--- src/rtl/core/bli_ram.sv ---
`timescale 1ns / 1ps
module bli_ram #(
  parameter int WIDTH = 16,
  parameter int DEPTH = 16
) (
  input  logic                     clk,
  input  logic                     we,
  input  logic [$clog2(DEPTH)-1:0] waddr,
  input  logic [WIDTH-1:0]         wdata,
  input  logic [$clog2(DEPTH)-1:0] raddr,
  output logic [WIDTH-1:0]         rdata
);

  logic [WIDTH-1:0] mem [DEPTH];

  always_ff @(posedge clk) begin
    if (we) begin
      mem[waddr] <= wdata;
    end
    rdata <= mem[raddr];
  end

endmodule

--- config.mk ---
export PLATFORM = sky130hd
export DESIGN_NAME = bli_ram
export DESIGN_NICKNAME = d
export VERILOG_FILES = /design/src/rtl/core/bli_ram.sv
export SDC_FILE = /design/constraint.sdc
export NUM_CORES = 1
export LEC_CHECK = 0
export CORE_MARGIN = 8
export CORE_UTILIZATION = 62
export DETAILED_ROUTE_END_ITERATION = 8
export DONT_BUFFER_PORTS = 1
export GPL_TIMING_DRIVEN = 1
export PLACE_DENSITY = 0.8
export SLEW_MARGIN = 30
export SYNTH_ARGS = -nofsm -noshare
export SYNTH_HDL_FRONTEND = slang
export SYNTH_SLANG_ARGS = --single-unit
--- constraint.sdc ---
create_clock -name clk -period 2.5 [get_ports clk]
set_input_delay 0 -clock clk [delete_from_list [all_inputs] [get_ports clk]]
set_output_delay 0 -clock clk [all_outputs]
set_load 0.02 [all_outputs]
==> summary.md <==
| Metric | Value |
|---|---|
| Starting Density | `between 60% and 70%` |
| Seq/Total Area, Yosys | `79.73%` |
| First-pass GRT wire length | `roughly 30000 um` |
| Die footprint | `0.02053 mm2` |
| Die Y | `roughly 140 um` |
| Crit path max fanout | `1` |
| Fin Clk Skew | `roughly 0.0054 ns` |
| Worst-skew pair later-pin latency | `0.52 ns` |
| Crit path DAT | `approximately 2.7 ns` |
| Root cell of the clock tree | `clkbuf_16` |
| Slew Viols, Final | `0` |
| DR WL met2 | `between 9000 and 10000 um` |
| Final critical-path share of the clock period | `just over 90%` |
| Port-buffer cells | `0` |
| Register Area | `~0.008 mm2` |
| CP endpoint kind | `flip-flop` |
| Clock Path Buffers | `3` |
| Slowest stage delay, CP | `about 0.6 ns` |
| Outcome | `complete, no violations` |
| Leading area contributor after synthesis | `edfxtp_1` |
| Int Power | `roughly 7.4 mW` |
| TritonCTS clock tree | `yes` |
| CTS buffer count | `26` |
| Total power draw | `9.220 mW` |
| # rows | `46` |
| Hold WC Path Type | `input port to flip-flop` |
| Pleak | `3.756 nW` |
| Diodes inserted | `0` |
| Yosys warnings | `0` |
| CP Launch Type | `flip-flop` |
| Peak VDD IR | `~0.00061 V` |
| Multi-input logic area | `approximately 0.002 mm2` |
| Via count | `between 4000 and 5000` |
| Critical-path cell list | `mux4_2, dlygate4sd3_1, a22oi_1, dlygate4sd3_1, nand2_1` |
| Primary FF master, synth | `edfxtp_1` |
| Avg Inst Size Synth | `approximately 23 um2` |
| Largest family of logic cells by synthesized area | `multiplexers` |
| Worst slew pin tran | `~0.95 ns` |
| Placeable Area | `~0.016 mm2` |
| Htree depth | `1` |
| Gate Count Post-Synth | `between 400 and 500` |
| Logic gate share of total power | `between 4 and 5%` |
| FILL cells | `~890` |
| Routed WL | `~20000 um` |
| Mux share of post-synthesis cell area | `between 10% and 20%` |
| Clk pwr share | `39.2%` |
| Layout cells sized above 1 | `roughly a quarter` |
| TNS Setup | `0 ns` |
| Rel. slew slack | `a little under two fifths` |
| Max layer used | `met4` |
| Post-synth top area share | `about three quarters` |
| Clock input transition at the sequential cells of the worst setup and hold paths | `roughly 0.060 ns` |
| Initial antenna violation count | `0` |
| Detail Route Antenna Nets | `0` |
| Total congestion overflow | `0` |
| Drt drc | `0` |
| Tmin final | `around 2.3 ns` |
| Max Cap Violations | `0` |
| # nets final | `529` |
| Synth Area in Compound Gates | `roughly 2.4%` |
| Final Util | `73.44%` |
| Post-Synth XOR/XNOR Area | `0%` |
| EDFF count, synth | `around 260` |
| TritonRoute pass-1 iters | `5` |
| Vias in the first global route | `between 5000 and 6000` |
| Post-Synth Adder-Cell Area | `0%` |
| Drt wl/cell | `about 27 um` |
| # clock sinks | `~270` |
| Die W | `approximately 140 um` |
| Highest Clock Rate | `between 400 and 500 MHz` |
| WL met1 | `a little under 8000 um` |
| Routability cong. | `about 0.73` |
| Post-CTS Setup Inserts | `0` |
| CP dominant cell by count | `dlygate4sd3_1` |
| Largest cells by area after synthesis | `edfxtp_1, mux4_2, dfxtp_1` |
| Cell Area, Synth | `roughly 0.01 mm2` |
| Switch Pwr | `approximately 1.8 mW` |
| Starting DRT DRC Count | `about 420` |
| Final Hold Viols | `0` |
| CP max stage cell | `dlygate4sd3_1` |
| Switch share | `slightly below 20%` |
| Syn-to-layout area delta | `16.16%` |
| Final setup violation count | `0` |
| Hpwl dp | `10090 um` |
| Largest net degree at the start of global routing | `65` |
| Reg power frac | `about 56%` |
| Setup Crit Path Kind | `flip-flop to flip-flop` |
| Met3 wire len | `1436 um` |
| Count leader, synth | `edfxtp_1` |
| Post-synthesis cell type count | `19` |
| Post-Syn Nets | `approximately 460` |
| Flops & latches, synth | `between 200 and 300` |
| Via/cell ratio | `6.295` |
| GRT Total Usage | `20.02%` |
| Ports | `42` |
| RSZ-0062 raised after global routing | `false` |
| Synth cell count leaders | `edfxtp_1, mux4_2, a22oi_1` |
| Post-Synth Simple-Gate Area | `about 1.9%` |
| Pwr/cell area | `790.3 mW/mm2` |
| CP required | `slightly below 3 ns` |
| Asr flop ratio synth | `0%` |
-- timing repair --
item                      CTS  global route
hold endpoints to repair  344             0
resized for setup           0             0
hold buffers               43             0
-- layer usage --
layer,track usage [%],up-vias
met5,0,-
met4,7.360,0
met3,3.573,41
met2,33.04,203
met1,26.39,2427
li1,-,1981
-- critical path, delay by kind of cell, from the launching register on --
kind | cells | cell delay, ns
AOI/OAI and AO/OA | 1 | 0.16
buffers and inverters | 2 | 1.17
DFF | 1 | 0.37
muxes | 1 | 0.45
and+or+nand+nor | 1 | 0.06
-- per-stage QoR --
| stage | setup WS, ns | instances | instance area, um2 | hold slack [ns] |
|---|---|---|---|---|
| 2_1_floorplan | 0.4449 | 432 | 10040 | 0.09887 |
| 3_3_place_gp | 0.9771 | 648 | 10400 | 0.09967 |
| 3_5_place_dp | 0.9600 | 648 | 10400 | 0.09971 |
| 4_1_cts | 0.2246 | 739 | 11670 | 0.01104 |
| 5_1_grt | 0.08614 | 739 | 11670 | 0.03342 |
| 6_report | 0.1798 | 739 | 11670 | 0.03040 |
-- area by class of cell --
| cell class | instances | share of cell area, % |
|---|---|---|
| flip-flops and latches | 272 | 68.64 |
| multi-input cells | 139 | 16.82 |
| clock buffers | 39 | 6.521 |
| repair buffers | 64 | 5.341 |
| well taps | 216 | 2.317 |
| clock inverters | 9 | 0.3647 |
-- power groups by stage --
stage          registers [mW]  logic (mW)  clock network (mW)
3_3_place_gp             5.26       0.260                   0
3_5_place_dp             5.27       0.266                   0
4_1_cts                  5.18       0.432                3.67
2_1_floorplan            5.25       0.249                   0
5_1_grt                  5.18       0.466                3.83
6_report                 5.17       0.434                3.61
-- state kept, by name (all words and copies together) (netlist names) --
name,count
rdata,16
mem,256
-- path summary, 6_finish.rpt --
kind / start / to / slack [ns] / cells past startpoint
hold reg to reg: mem[7][4] / rdata[4] / 0.68 / 3
setup reg to reg: mem[14][11] / rdata[11] / 0.18 / 5
hold / removal: raddr[3] / rdata[5] / 0.03 / 4
setup / recovery: mem[14][11] / rdata[11] / 0.18 / 5
-- cell usage in the layout, fill, tap and decap left out, drive strengths merged --
master / count
clkinvlp: 1
nand3b: 2
dfxtp: 16
and2: 1
a22oi: 32
clkinv: 8
clkbuf: 39
nor3: 4
mux4: 64
nor2b: 2
buf: 23
dlygate4sd3: 41
nand2: 17
nand3: 1
nor2: 13
or3b: 1
nand2b: 2
edfxtp: 256
-- cell families (layout without fill, tap and decap cells) --
group,count (synthesis),after routing
compound gates,32,32
buf+inv,21,112
simple gates,43,43
flops,272,272
mux,64,64
Note: power is estimated with default switching activity, not from simulation.
